--- config.mk ---
export PLATFORM = sky130hd
export DESIGN_NAME = vm_execute_unit_alu_branch
export DESIGN_NICKNAME = d
export VERILOG_FILES = /design/src/design/vmeu_pkg.sv /design/src/design/vm_execute_unit_alu_branch.sv /design/src/design/vmeu_div.sv /design/src/design/vmeu_datapath.sv /design/src/design/vmeu_ctrl.sv
export SDC_FILE = /design/constraint.sdc
export NUM_CORES = 2
export LEC_CHECK = 0
export BUFFER_PORTS_ARGS = -buffer_cell sky130_fd_sc_hd__buf_2
export CAP_MARGIN = 10
export CORE_ASPECT_RATIO = 0.5
export CORE_UTILIZATION = 52
export DETAILED_ROUTE_END_ITERATION = 8
export PLACE_DENSITY = 0.72
export SKIP_CTS_REPAIR_TIMING = 1
export SYNTH_ARGS = -nofsm -noshare
export SYNTH_HDL_FRONTEND = slang
export SYNTH_SLANG_ARGS = --single-unit
--- constraint.sdc ---
create_clock -name clk -period 9.1 [get_ports clk]
set_clock_uncertainty 0.2 [all_clocks]
set_input_delay 0 -clock clk [delete_from_list [all_inputs] [get_ports clk]]
set_output_delay 0 -clock clk [all_outputs]
set_load 0.01 [all_outputs]
--- src/design/vmeu_pkg.sv ---
// Package for the VM execute unit: opcodes, status codes and shared types.
// No dependencies.
`default_nettype none
package vmeu_pkg;
  localparam int WordBitsDef = 32;

  localparam logic [4:0] OP_JMP  = 5'h01;
  localparam logic [4:0] OP_JZ   = 5'h02;
  localparam logic [4:0] OP_JP   = 5'h03;
  localparam logic [4:0] OP_JN   = 5'h04;
  localparam logic [4:0] OP_JNZ  = 5'h05;
  localparam logic [4:0] OP_JNP  = 5'h06;
  localparam logic [4:0] OP_JNN  = 5'h07;
  localparam logic [4:0] OP_NOT  = 5'h08;
  localparam logic [4:0] OP_STOP = 5'h0F;
  localparam logic [4:0] OP_MOV  = 5'h10;
  localparam logic [4:0] OP_ADD  = 5'h11;
  localparam logic [4:0] OP_SUB  = 5'h12;
  localparam logic [4:0] OP_MUL  = 5'h13;
  localparam logic [4:0] OP_DIV  = 5'h14;
  localparam logic [4:0] OP_CMP  = 5'h15;
  localparam logic [4:0] OP_SHL  = 5'h16;
  localparam logic [4:0] OP_SHR  = 5'h17;
  localparam logic [4:0] OP_SAR  = 5'h18;
  localparam logic [4:0] OP_AND  = 5'h19;
  localparam logic [4:0] OP_OR   = 5'h1A;
  localparam logic [4:0] OP_XOR  = 5'h1B;
  localparam logic [4:0] OP_SWAP = 5'h1C;
  localparam logic [4:0] OP_LDL  = 5'h1D;
  localparam logic [4:0] OP_LDH  = 5'h1E;

  localparam logic [1:0] ST_OK    = 2'd0;
  localparam logic [1:0] ST_DIVZ  = 2'd1;
  localparam logic [1:0] ST_STOP  = 2'd2;
  localparam logic [1:0] ST_UNSUP = 2'd3;

  // Commands from the controller to the datapath.
  typedef struct packed {
    logic load;       // capture the input item
    logic mul_step;   // register the product
    logic div_start;  // start the divider
    logic finish;     // form and register the result
  } vmeu_cmd_t;

  // Status from the datapath to the controller.
  typedef struct packed {
    logic is_mul;
    logic is_div;
    logic div_done;
  } vmeu_sts_t;
endpackage
`default_nettype wire

--- src/design/vm_execute_unit_alu_branch.sv ---
// VM execute unit: ALU, condition flags, accumulator and jump resolution.
// Each item is captured and then executed; MUL first registers its product, and a DIV
// with a nonzero divisor first runs the radix-2 divider. The result is then registered
// once the result register is free. A new item is taken only after the last one's result
// is in the result register, as set by the capture/execute controller. Reset (rst_n, synchronous): flags,
// accumulator and segment base clear to 0. Depends on vmeu_pkg, vmeu_ctrl, vmeu_datapath.
`default_nettype none
module vm_execute_unit_alu_branch
  import vmeu_pkg::*;
#(
  parameter int WORD_BITS = WordBitsDef
) (
  input  wire  logic                 clk,
  input  wire  logic                 rst_n,
  input  wire  logic                 cfg_valid,
  output logic                       cfg_ready,
  input  wire  logic [31:0]          cfg_code_segment_base,
  input  wire  logic                 in_valid,
  output logic                       in_ready,
  input  wire  logic [4:0]           in_op,
  input  wire  logic [WORD_BITS-1:0] in_operand_a,
  input  wire  logic [WORD_BITS-1:0] in_operand_b,
  input  wire  logic [31:0]          in_next_address,
  output logic                       out_valid,
  input  wire  logic                 out_ready,
  output logic                       out_write_a,
  output logic [WORD_BITS-1:0]       out_value_a,
  output logic                       out_write_b,
  output logic [WORD_BITS-1:0]       out_value_b,
  output logic [31:0]                out_new_address,
  output logic [1:0]                 out_status,
  output logic                       out_flag_negative,
  output logic                       out_flag_zero
);
  vmeu_cmd_t cmd;
  vmeu_sts_t sts;

  assign cfg_ready = 1'b1;

  vmeu_ctrl u_ctrl (
    .clk, .rst_n, .in_valid, .in_ready, .out_valid, .out_ready, .cmd, .sts
  );

  vmeu_datapath #(.WordBits(WORD_BITS)) u_dp (
    .clk, .rst_n, .cmd, .sts,
    .cfg_valid, .cfg_data(cfg_code_segment_base),
    .in_op, .in_operand_a, .in_operand_b, .in_next_address,
    .out_write_a, .out_value_a, .out_write_b, .out_value_b,
    .out_new_address, .out_status, .out_flag_negative, .out_flag_zero
  );
endmodule
`default_nettype wire

--- src/design/vmeu_div.sv ---
// Radix-2 restoring divider on magnitudes, one quotient bit a cycle.
// Depends on vmeu_pkg.
`default_nettype none
module vmeu_div
  import vmeu_pkg::*;
#(
  parameter int WordBits = WordBitsDef
) (
  input  wire  logic                clk,
  input  wire  logic                rst_n,
  input  wire  logic                start,
  input  wire  logic [WordBits-1:0] dividend,
  input  wire  logic [WordBits-1:0] divisor,
  output logic                      done,
  output logic [WordBits-1:0]       quotient,
  output logic [WordBits-1:0]       remainder
);
  localparam int CntBits = $clog2(WordBits + 1);

  logic [WordBits-1:0] q_r, q_nxt, rem_r, rem_nxt, d_r;
  logic [CntBits-1:0]  cnt_r, cnt_nxt;
  logic                busy_r, busy_nxt;
  logic [WordBits:0]   trial, diff;

  // One shift-subtract step per cycle.
  always_comb begin
    trial    = {rem_r, q_r[WordBits-1]};
    diff     = trial - {1'b0, d_r};
    q_nxt    = q_r;
    rem_nxt  = rem_r;
    cnt_nxt  = cnt_r;
    busy_nxt = busy_r;
    if (start) begin
      q_nxt    = dividend;
      rem_nxt  = '0;
      cnt_nxt  = CntBits'(WordBits);
      busy_nxt = 1'b1;
    end else if (busy_r) begin
      if (!diff[WordBits]) begin
        rem_nxt = diff[WordBits-1:0];
        q_nxt   = {q_r[WordBits-2:0], 1'b1};
      end else begin
        rem_nxt = trial[WordBits-1:0];
        q_nxt   = {q_r[WordBits-2:0], 1'b0};
      end
      cnt_nxt = cnt_r - 1'b1;
      if (cnt_r == CntBits'(1)) busy_nxt = 1'b0;
    end
  end

  always_ff @(posedge clk) begin
    if (!rst_n) begin
      busy_r <= 1'b0;
      cnt_r  <= '0;
    end else begin
      busy_r <= busy_nxt;
      cnt_r  <= cnt_nxt;
    end
    q_r   <= q_nxt;
    rem_r <= rem_nxt;
    if (start) d_r <= divisor;
  end

  assign done      = busy_r && (cnt_r == CntBits'(1));
  assign quotient  = q_nxt;
  assign remainder = rem_nxt;
endmodule
`default_nettype wire

--- src/design/vmeu_datapath.sv ---
// Datapath of the VM execute unit: operand registers, ALU, multiplier,
// divider, flags, accumulator and result register. Depends on vmeu_pkg, vmeu_div.
`default_nettype none
module vmeu_datapath
  import vmeu_pkg::*;
#(
  parameter int WordBits = WordBitsDef
) (
  input  wire  logic                clk,
  input  wire  logic                rst_n,
  input  wire  vmeu_cmd_t           cmd,
  output vmeu_sts_t                 sts,
  input  wire  logic                cfg_valid,
  input  wire  logic [31:0]         cfg_data,
  input  wire  logic [4:0]          in_op,
  input  wire  logic [WordBits-1:0] in_operand_a,
  input  wire  logic [WordBits-1:0] in_operand_b,
  input  wire  logic [31:0]         in_next_address,
  output logic                      out_write_a,
  output logic [WordBits-1:0]       out_value_a,
  output logic                      out_write_b,
  output logic [WordBits-1:0]       out_value_b,
  output logic [31:0]               out_new_address,
  output logic [1:0]                out_status,
  output logic                      out_flag_negative,
  output logic                      out_flag_zero
);
  localparam int HalfBits = WordBits / 2;
  localparam int ShBits   = $clog2(WordBits);

  logic [31:0]         base_r, next_r;
  logic [4:0]          op_r;
  logic [WordBits-1:0] a_r, b_r, prod_r, acc_r;
  logic                neg_r, zero_r;
  logic                div_done;

  // Code segment base register.
  always_ff @(posedge clk) begin
    if (!rst_n) base_r <= '0;
    else if (cfg_valid) base_r <= cfg_data;
  end

  // Operand capture and registered product.
  always_ff @(posedge clk) begin
    if (cmd.load) begin
      op_r   <= in_op;
      a_r    <= in_operand_a;
      b_r    <= in_operand_b;
      next_r <= in_next_address;
    end
    if (cmd.mul_step) prod_r <= WordBits'(a_r * b_r);
  end

  assign sts.is_mul   = (op_r == OP_MUL);
  assign sts.is_div   = (op_r == OP_DIV) && (b_r != '0);
  assign sts.div_done = div_done;

  // Signed division on magnitudes.
  logic                na, nb;
  logic [WordBits-1:0] ma, mb, dq, dr;
  assign na = a_r[WordBits-1];
  assign nb = b_r[WordBits-1];
  assign ma = na ? -a_r : a_r;
  assign mb = nb ? -b_r : b_r;

  vmeu_div #(.WordBits(WordBits)) u_div (
    .clk, .rst_n,
    .start(cmd.div_start), .dividend(ma), .divisor(mb),
    .done(div_done), .quotient(dq), .remainder(dr)
  );

  // Shifter.
  logic                big;
  logic [ShBits-1:0]   sh;
  assign big = (b_r >= WordBits'(WordBits));
  assign sh  = b_r[ShBits-1:0];

  // Result selection.
  logic [WordBits-1:0] va, vb, diff;
  logic                wa, wb, fl, jump, wacc;
  logic [31:0]         addr;
  logic [1:0]          st;
  logic [1:0]          cc;
  always_comb begin
    va = '0; vb = '0; wa = 1'b0; wb = 1'b0; fl = 1'b0; jump = 1'b0;
    wacc = 1'b0; st = ST_OK; addr = next_r;
    cc = {neg_r, zero_r};
    diff = a_r - b_r;
    unique case (op_r)
      OP_JMP:  jump = 1'b1;
      OP_JZ:   jump = (cc == 2'b01);
      OP_JP:   jump = (cc == 2'b00);
      OP_JN:   jump = (cc == 2'b10);
      OP_JNZ:  jump = (cc == 2'b00) || (cc == 2'b10);
      OP_JNP:  jump = (cc == 2'b01) || (cc == 2'b10);
      OP_JNN:  jump = (cc == 2'b00) || (cc == 2'b01);
      OP_NOT:  begin va = ~a_r; wa = 1'b1; fl = 1'b1; end
      OP_STOP: begin st = ST_STOP; addr = '1; end
      OP_MOV:  begin va = b_r; wa = 1'b1; end
      OP_ADD:  begin va = a_r + b_r; wa = 1'b1; fl = 1'b1; end
      OP_SUB:  begin va = diff; wa = 1'b1; fl = 1'b1; end
      OP_MUL:  begin va = prod_r; wa = 1'b1; fl = 1'b1; end
      OP_DIV: begin
        if (b_r == '0) st = ST_DIVZ;
        else begin
          va = (na != nb) ? -dq : dq;
          wa = 1'b1; fl = 1'b1; wacc = 1'b1;
        end
      end
      OP_CMP:  fl = 1'b1;
      OP_SHL:  begin va = big ? '0 : (a_r << sh); wa = 1'b1; fl = 1'b1; end
      OP_SHR:  begin va = big ? '0 : (a_r >> sh); wa = 1'b1; fl = 1'b1; end
      OP_SAR: begin
        va = big ? {WordBits{a_r[WordBits-1]}} : WordBits'($signed(a_r) >>> sh);
        wa = 1'b1; fl = 1'b1;
      end
      OP_AND:  begin va = a_r & b_r; wa = 1'b1; fl = 1'b1; end
      OP_OR:   begin va = a_r | b_r; wa = 1'b1; fl = 1'b1; end
      OP_XOR:  begin va = a_r ^ b_r; wa = 1'b1; fl = 1'b1; end
      OP_SWAP: begin va = b_r; vb = a_r; wa = 1'b1; wb = 1'b1; end
      OP_LDL:  begin va = {a_r[WordBits-1:HalfBits], b_r[HalfBits-1:0]}; wa = 1'b1; end
      OP_LDH: begin
        va = {b_r[WordBits-HalfBits-1:0], a_r[HalfBits-1:0]};
        wa = 1'b1;
      end
      default: st = ST_UNSUP;
    endcase
    if (jump) addr = base_r | 32'(a_r);
  end

  // Flags, accumulator and result register.
  logic [WordBits-1:0] fsrc;
  assign fsrc = (op_r == OP_CMP) ? diff : va;
  always_ff @(posedge clk) begin
    if (!rst_n) begin
      neg_r  <= 1'b0;
      zero_r <= 1'b0;
      acc_r  <= '0;
    end else if (cmd.finish) begin
      if (fl) begin
        neg_r  <= fsrc[WordBits-1];
        zero_r <= (fsrc == '0);
      end
      if (wacc) acc_r <= na ? -dr : dr;
    end
  end

  always_ff @(posedge clk) begin
    if (cmd.finish) begin
      out_write_a     <= wa;
      out_value_a     <= va;
      out_write_b     <= wb;
      out_value_b     <= vb;
      out_new_address <= addr;
      out_status      <= st;
    end
  end
  assign out_flag_negative = neg_r;
  assign out_flag_zero     = zero_r;

  // The accumulator is internal state with no port of its own.
  logic acc_unused;
  assign acc_unused = ^acc_r;
endmodule
`default_nettype wire

--- src/design/vmeu_ctrl.sv ---
// Controller of the VM execute unit: sequences capture, multiply, divide
// and result hand-off. Depends on vmeu_pkg.
`default_nettype none
module vmeu_ctrl
  import vmeu_pkg::*;
(
  input  wire  logic      clk,
  input  wire  logic      rst_n,
  input  wire  logic      in_valid,
  output logic            in_ready,
  output logic            out_valid,
  input  wire  logic      out_ready,
  output vmeu_cmd_t       cmd,
  input  wire  vmeu_sts_t sts
);
  localparam logic [1:0] S_IDLE = 2'd0;
  localparam logic [1:0] S_EXEC = 2'd1;
  localparam logic [1:0] S_MUL  = 2'd2;
  localparam logic [1:0] S_DIV  = 2'd3;

  logic [1:0] state_r, state_nxt;
  logic       ov_r, ov_nxt;
  logic       free;

  // The result register can take a new result when empty or being drained.
  assign free     = !ov_r || out_ready;
  assign in_ready = (state_r == S_IDLE);

  always_comb begin
    state_nxt = state_r;
    ov_nxt    = ov_r && !out_ready;
    cmd       = '0;
    cmd.load  = in_valid && in_ready;
    unique case (state_r)
      S_IDLE: if (in_valid) state_nxt = S_EXEC;
      S_EXEC: begin
        if (sts.is_mul) begin
          cmd.mul_step = 1'b1;
          state_nxt    = S_MUL;
        end else if (sts.is_div) begin
          cmd.div_start = 1'b1;
          state_nxt     = S_DIV;
        end else if (free) begin
          cmd.finish = 1'b1;
          ov_nxt     = 1'b1;
          state_nxt  = S_IDLE;
        end
      end
      // Product or quotient is held stable here until the result register frees up.
      S_MUL: if (free) begin
        cmd.finish = 1'b1;
        ov_nxt     = 1'b1;
        state_nxt  = S_IDLE;
      end
      S_DIV: if (sts.div_done) state_nxt = S_MUL;
      default: state_nxt = S_IDLE;
    endcase
  end

  always_ff @(posedge clk) begin
    if (!rst_n) begin
      state_r <= S_IDLE;
      ov_r    <= 1'b0;
    end else begin
      state_r <= state_nxt;
      ov_r    <= ov_nxt;
    end
  end

  assign out_valid = ov_r;
endmodule
`default_nettype wire
# ---- Word level (Yosys, flattened, before mapping)
# Cells that the tools add are included.
dict set report op_classes {
  n_reduce_logical 23
  muxes 44
  n_addsub 7
  shift 3
  eq_ne 33
  n_mul 1
  bitwise 6
  n_lt_le_gt_ge 1
}
# operator count
set ops {}
lappend ops {{one-hot mux 32 bit (14 select lines)} 1}
lappend ops {{2-to-1 mux 32 bit} 12}
lappend ops {{negator 32 bit} 3}
lappend ops {{== test 5 bit, second input constant} 15}
lappend ops {{zero test 32 bit} 2}
lappend ops {{OR 32 bit} 2}
lappend ops {{subtractor 33 x 32 -> 33 bit} 1}
lappend ops {{adder 32 bit} 1}
lappend ops {{AND 32 bit} 1}
lappend ops {{greater-or-equal comparator 32 x 6 -> 1 bit, second input constant} 1}
lappend ops {{multiplier 32 x 32 -> 32 bit} 1}
lappend ops {{inverter 32 bit} 1}
lappend ops {{nonzero test 32 bit} 1}
lappend ops {{left shift 32 x 5 -> 32 bit} 1}
lappend ops {{right shift 32 x 5 -> 32 bit} 1}
lappend ops {{>>> shifter 32 x 5 -> 32 bit} 1}
lappend ops {{subtractor 32 bit} 1}
lappend ops {{XOR 32 bit} 1}
lappend ops {{2-to-1 mux 31 bit} 1}
lappend ops {{OR reduction 22 bit} 1}
lappend ops {{== test 5 x 3 -> 1 bit, second input constant} 4}
lappend ops {{2-to-1 mux 1 bit} 14}
lappend ops {{2-to-1 mux 2 bit} 7}
lappend ops {{OR reduction 14 bit} 1}
lappend ops {{other kinds (24)} 43}
dict set report totals {
  elab_cells 141
  reg_bits 373
}

# ---- Logic depth before layout (Yosys ltp)
dict set report logic_depth {
  word_depth 13
  ltp_mapped 32
  depth_no_buf 27
}

# ---- Cells and area by module
# A second synthesis with hierarchy kept.
dict set report unflattened {
  cells_unflattened 4986
  area_unflattened_um2 43824.5
}
# mod seq_area_each_um2 area_each_um2 instances cells_per_inst
set by_module_without_submodules {}
lappend by_module_without_submodules {vmeu_datapath 7677.4 37701.2 1 4291}
lappend by_module_without_submodules {vmeu_div 2382.3 5810.6 1 659}
lappend by_module_without_submodules {vmeu_ctrl 60.1 301.5 1 34}
lappend by_module_without_submodules {vm_execute_unit_alu_branch 0.0 11.3 1 2}

# ---- Least setup slack after synthesis
# No wires, ideal clock.
dict set report synth_path {
  path_type {flip-flop to flip-flop}
  startpoint {reg u_dp.b_r[1]}
  endpoint {reg u_dp.zero_r (netlist: u_dp.out_flag_zero)}
  setup_slack_ns -0.203
  t_arrival_ns 9.007
  n_path_buf 4
  stages_incl_launch_ff 19
  path_cell_list {edfxtp_1 clkbuf_1 clkinv_1 clkbuf_1 buf_1 clkbuf_1 ha_1 or4b_1 nor4_4 and3_2 nor2_1 o21ai_0 nand2_1 nor2_1 and2_1 o31ai_1 nor2_1 or4b_1 o41ai_2}
}
# item line_no
set synth_rtl {}
lappend synth_rtl {{from (decl)} vmeu_datapath.sv:33} ;# logic [WordBits-1:0] a_r, b_r, prod_r, acc_r;
lappend synth_rtl {{from (signal assigned)} vmeu_datapath.sv:48} ;# b_r <= in_operand_b;
lappend synth_rtl {{to (signal assigned)} vmeu_datapath.sv:142} ;# zero_r <= (fsrc == '0);
lappend synth_rtl {{to (decl)} vmeu_datapath.sv:34} ;# logic neg_r, zero_r;

# ---- Worst setup path in the final report
dict set report layout_path {
  startpoint {reg u_dp.b_r[14]}
  endpoint {reg u_dp.zero_r (netlist: u_dp.out_flag_zero)}
}
dict set report layout_via {
  elab_chain_cells 12
  elab_cells_between_ends 27
  classes_between {3 x add/sub; 1 x order compare; 15 x mux; 3 x bitwise; 5 x reduce/logical}
}
# item line_no
set layout_lines {}
lappend layout_lines {{nonzero test 32 bit} vmeu_datapath.sv:55} ;# assign sts.is_div = (op_r == OP_DIV) && (b_r != '0);
lappend layout_lines {{logical AND 1 bit} vmeu_datapath.sv:55}
lappend layout_lines {{2-to-1 mux 1 bit} vmeu_ctrl.sv:40} ;# end else if (sts.is_div) begin
lappend layout_lines {{2-to-1 mux 2 bit} vmeu_ctrl.sv:37} ;# if (sts.is_mul) begin
lappend layout_lines {{2-to-1 mux 2 bit} vmeu_ctrl.sv:34} ;# unique case (state_r)
lappend layout_lines {{2-to-1 mux 32 bit} vmeu_div.sv:33} ;# if (start) begin
lappend layout_lines {{negator 32 bit} vmeu_datapath.sv:106} ;# va = (na != nb) ? -dq : dq;
lappend layout_lines {{2-to-1 mux 32 bit} vmeu_datapath.sv:106}
lappend layout_lines {{2-to-1 mux 32 bit} vmeu_datapath.sv:104} ;# if (b_r == '0) st = ST_DIVZ;
lappend layout_lines {{one-hot mux 32 bit (14 select lines)} vmeu_datapath.sv:89} ;# unique case (op_r)
lappend layout_lines {{2-to-1 mux 32 bit} vmeu_datapath.sv:133} ;# assign fsrc = (op_r == OP_CMP) ? diff : va;
lappend layout_lines {{zero test 32 bit} vmeu_datapath.sv:142}
# Parallel ways exist; a longest one is shown, timed or not.
# A chain may end at the register's enable or synchronous reset.

==> run metrics <==
global-route wire length before repair between 200000 and 300000 microns; worst hold path class input port to flop; Synth top area share 0.194; TritonCTS Buffers 37; distinct cell type count after synthesis between 100 and 150; CTS Root Cell clkbuf_16; commonest register cell after synthesis edfxtp_1; Pwr Density 516 nW/um^2; CP Cell Sequence inv_1 -> ha_1 -> nor2_1 -> o21ai_0 -> o21ai_0 -> a211oi_1 -> nand4_1 -> nor3_1 -> and3_1 -> nand4_1 -> a2111oi_0 -> and3_1 -> nand4_1 -> a31oi_1 -> nand4_1 -> o41ai_2; # fillers 6799; Die W 406 microns; outcome finished with violations; Crit-path slowest cell a2111oi_0; R2R cell count 16; max_slew headroom 0.0973; failing checks design-rule violations; Synth Net Count 5667; P_leak roughly 21 nW; vias in the first global route 39.1k; RSZ-0062 raised after global routing no; Placer Congestion 1.13; io pins 243; most frequent CP cell nand4_1; top cells by area, synth fa_1 (19%), edfxtp_1 (19%), ha_1 (7.7%); synth warn 0; Core Region between 80000 and 90000 sq um; Die Y 204 microns; starting density of the core 0.529; I/O Buffers 241; area grow syn2layout 15.6%; largest net degree at the start of global routing roughly 110; layout cell share with drive strength beyond 1 0.111; latest clock arrival within the worst-skew pair 620 ps; Hold Fails Final Rpt 0; via count approximately 42k; Worst VDD drop roughly 0.0015 V; maxcap violations 0; crit path capture u_dp.out_flag_zero; dpl cell area 45100 sq um; R2R Path Start u_dp.b_r[14]; Crit. Startpoint u_dp.b_r[14]; detailed-placement wirelength estimate approximately 150000 microns; # setup viols final 0; synthesized cell area roughly 42000 sq um; ANT nets after route 0; fin area 49000 sq um; Worst setup SP type flop; initial antenna violation count 19; routed wire length per instance 32.3 microns; post-synth top area cell fa_1; deepest clock path buffer count 3; Reg2Reg Setup Slack between 800 and 900 ps; TNS Setup 0 ps; Max FO, Critical Path 13; Worst Tran Pin Value 1350 ps; critical path type flop to flop; fin crit period 8220 ps; residual DRC count 34; Routed WL 206000 microns; TritonCTS Sinks 373; GRT overflow 0; post-synthesis cell count 4856; Mapped Avg Cell Area 8.73 sq um; post-layout util 0.612; CP Data Arrival Time 8520 ps; Crit path largest cell delay 1020 ps; GRT Util Overall 0.472; htree depth 2; Seq/Total Area, Yosys 0.239; Max Slew Vio Count 0; CTS clk-pin slew, worst paths 70 ps; CTS tree done; number of synthesized flops with an enable pin 265; DRT iter0 DRCs 6928; r2r endpoint u_dp.out_flag_zero; Yosys reg bits 373; data required time of the worst path 9400 ps; ys async rst share 0; Crit. End Element flop; crit share post-route 0.903; row cnt 73; Die Area 82800 sq um; vias per cell between 6 and 7; Pre-antenna DRT Iters 9; final-stage net count 6057; fmax ~120 MHz
[critical path: cells and delay by family (launching register included)]
kind | cells | cell delay, ps
flops | 1 | 930
fa+ha+maj | 1 | 950
simple gates | 8 | 1890
compound gates | 6 | 3520
buf+inv | 1 | 620
[synthesized netlist by cell type (18+ instances only)]
cell,number
a21oi_1,288
a31oi_1,35
o21ai_0,203
nand3_1,59
nand2b_1,28
ha_1,262
inv_1,559
nand4_1,22
clkbuf_1,242
a21o_1,35
and2_1,21
o21bai_1,18
mux2i_1,105
dfxtp_1,108
nor3_1,146
nor2b_1,58
xnor2_1,174
clkinv_1,19
a211oi_1,52
nand2_1,465
mux4_2,33
buf_1,72
o41ai_1,20
nor4_1,23
nor2_1,603
o31ai_1,34
or3_1,18
fa_1,411
edfxtp_1,265
o211ai_1,21
a22oi_1,22
xor2_1,49
a221oi_1,67
[kinds of logic after synthesis]
group           share of synthesized area
buf+inv                            0.0819
simple gates                        0.160
flops                               0.239
other cells                     0.0000884
fa+ha+maj                           0.271
mux                                0.0456
compound gates                      0.156
xor+xnor                           0.0461
[placed cells by master (no fill, tap or decap), types with 18 or more instances in the layout]
cell type / synthesis / final
a22oi_1: 22 / 22
o21ai_0: 203 / 203
xor2_1: 49 / 49
nor4_1: 23 / 23
a31oi_1: 35 / 35
dfxtp_1: 108 / 107
or3_1: 18 / 18
a21o_1: 35 / 35
clkinv_1: 19 / 22
buf_4: 1 / 174
mux4_2: 33 / 33
mux2i_1: 105 / 105
nand3_1: 59 / 59
a211oi_1: 52 / 52
and2_1: 21 / 20
inv_1: 559 / 558
nand2_1: 465 / 465
a221oi_1: 67 / 67
fa_1: 411 / 411
o31ai_1: 34 / 34
edfxtp_1: 265 / 265
buf_2: 12 / 242
nor2_1: 603 / 596
nand4_1: 22 / 22
dlygate4sd3_1: 0 / 263
o21bai_1: 18 / 18
nor3_1: 146 / 143
a21oi_1: 288 / 288
nand2b_1: 28 / 28
nor2b_1: 58 / 58
clkbuf_16: 0 / 39
ha_1: 262 / 262
o211ai_1: 21 / 21
xnor2_1: 174 / 174
o41ai_1: 20 / 20
[power by group]
| group | switching, W | internal, W |
|---|---|---|
| Combinational | 0.0117 | 0.00861 |
| Clock | 0.000801 | 0.000903 |
| Sequential | 0.000269 | 0.00298 |
| Total | 0.0128 | 0.0125 |
[worst min-delay path by stage]
stage	start	end	slack (ps)	depth (start not counted)
2_1_floorplan	in_operand_a[0]	u_dp.a_r[0]	-100	0
3_3_place_gp	in_operand_a[26]	u_dp.a_r[26]	-20	1
3_5_place_dp	in_next_address[10]	u_dp.next_r[10]	-20	1
4_1_cts	in_operand_a[29]	u_dp.a_r[29]	-650	1
5_1_grt	in_operand_a[4]	u_dp.a_r[4]	9	2
6_report	in_operand_a[4]	u_dp.a_r[4]	1	2
[metrics by stage]
stage	setup slack, ps	hold WS, ps	total power (W)	cells
after floorplan	195	-101	0.0171	4856
after global placement	1280	-23.6	0.0217	6030
after detailed placement	1220	-21.9	0.0221	6030
after CTS	1170	-651	0.0240	6098
after global routing	580	9.00	0.0271	6363
final	883	1.18	0.0253	6369
[sequential cells by signal (all words and copies together) (netlist names), 2 cells and up]
register              count
u_dp.u_div.rem_r         32
u_dp.out_value_b         32
u_dp.op_r                 5
u_dp.b_r                 32
u_dp.out_new_address     32
u_dp.out_status           2
u_dp.u_div.q_r           32
u_dp.next_r              32
u_dp.out_value_a         32
u_dp.prod_r              32
u_dp.u_div.cnt_r          6
u_dp.u_div.d_r           32
u_ctrl.state_r            2
u_dp.a_r                 32
u_dp.base_r              32
[metal layers]
layer,part of all wire,wire (microns),up-vias,global-route usage
met5,0.0022,443,-,0.0140
met3,0.18,37300,796,0.245
met1,0.38,78500,20700,0.645
li1,-,-,17300,-
met2,0.38,78500,3662,0.618
met4,0.053,10800,20,0.188
[final cells by class]
cell class                      instances  area (sq um)  area share
Inverter                              581          2180      0.0445
Multi-Input combinational cell       3571         28900       0.589
Antenna cell                            7          17.5    0.000357
Sequential cell                       373         10100       0.207
Timing Repair Buffer                  682          5210       0.106
Tap cell                             1087          1360      0.0278
Clock inverter                         18           188     0.00383
Clock buffer                           50          1050      0.0214
(Power assumes the default switching activity.)
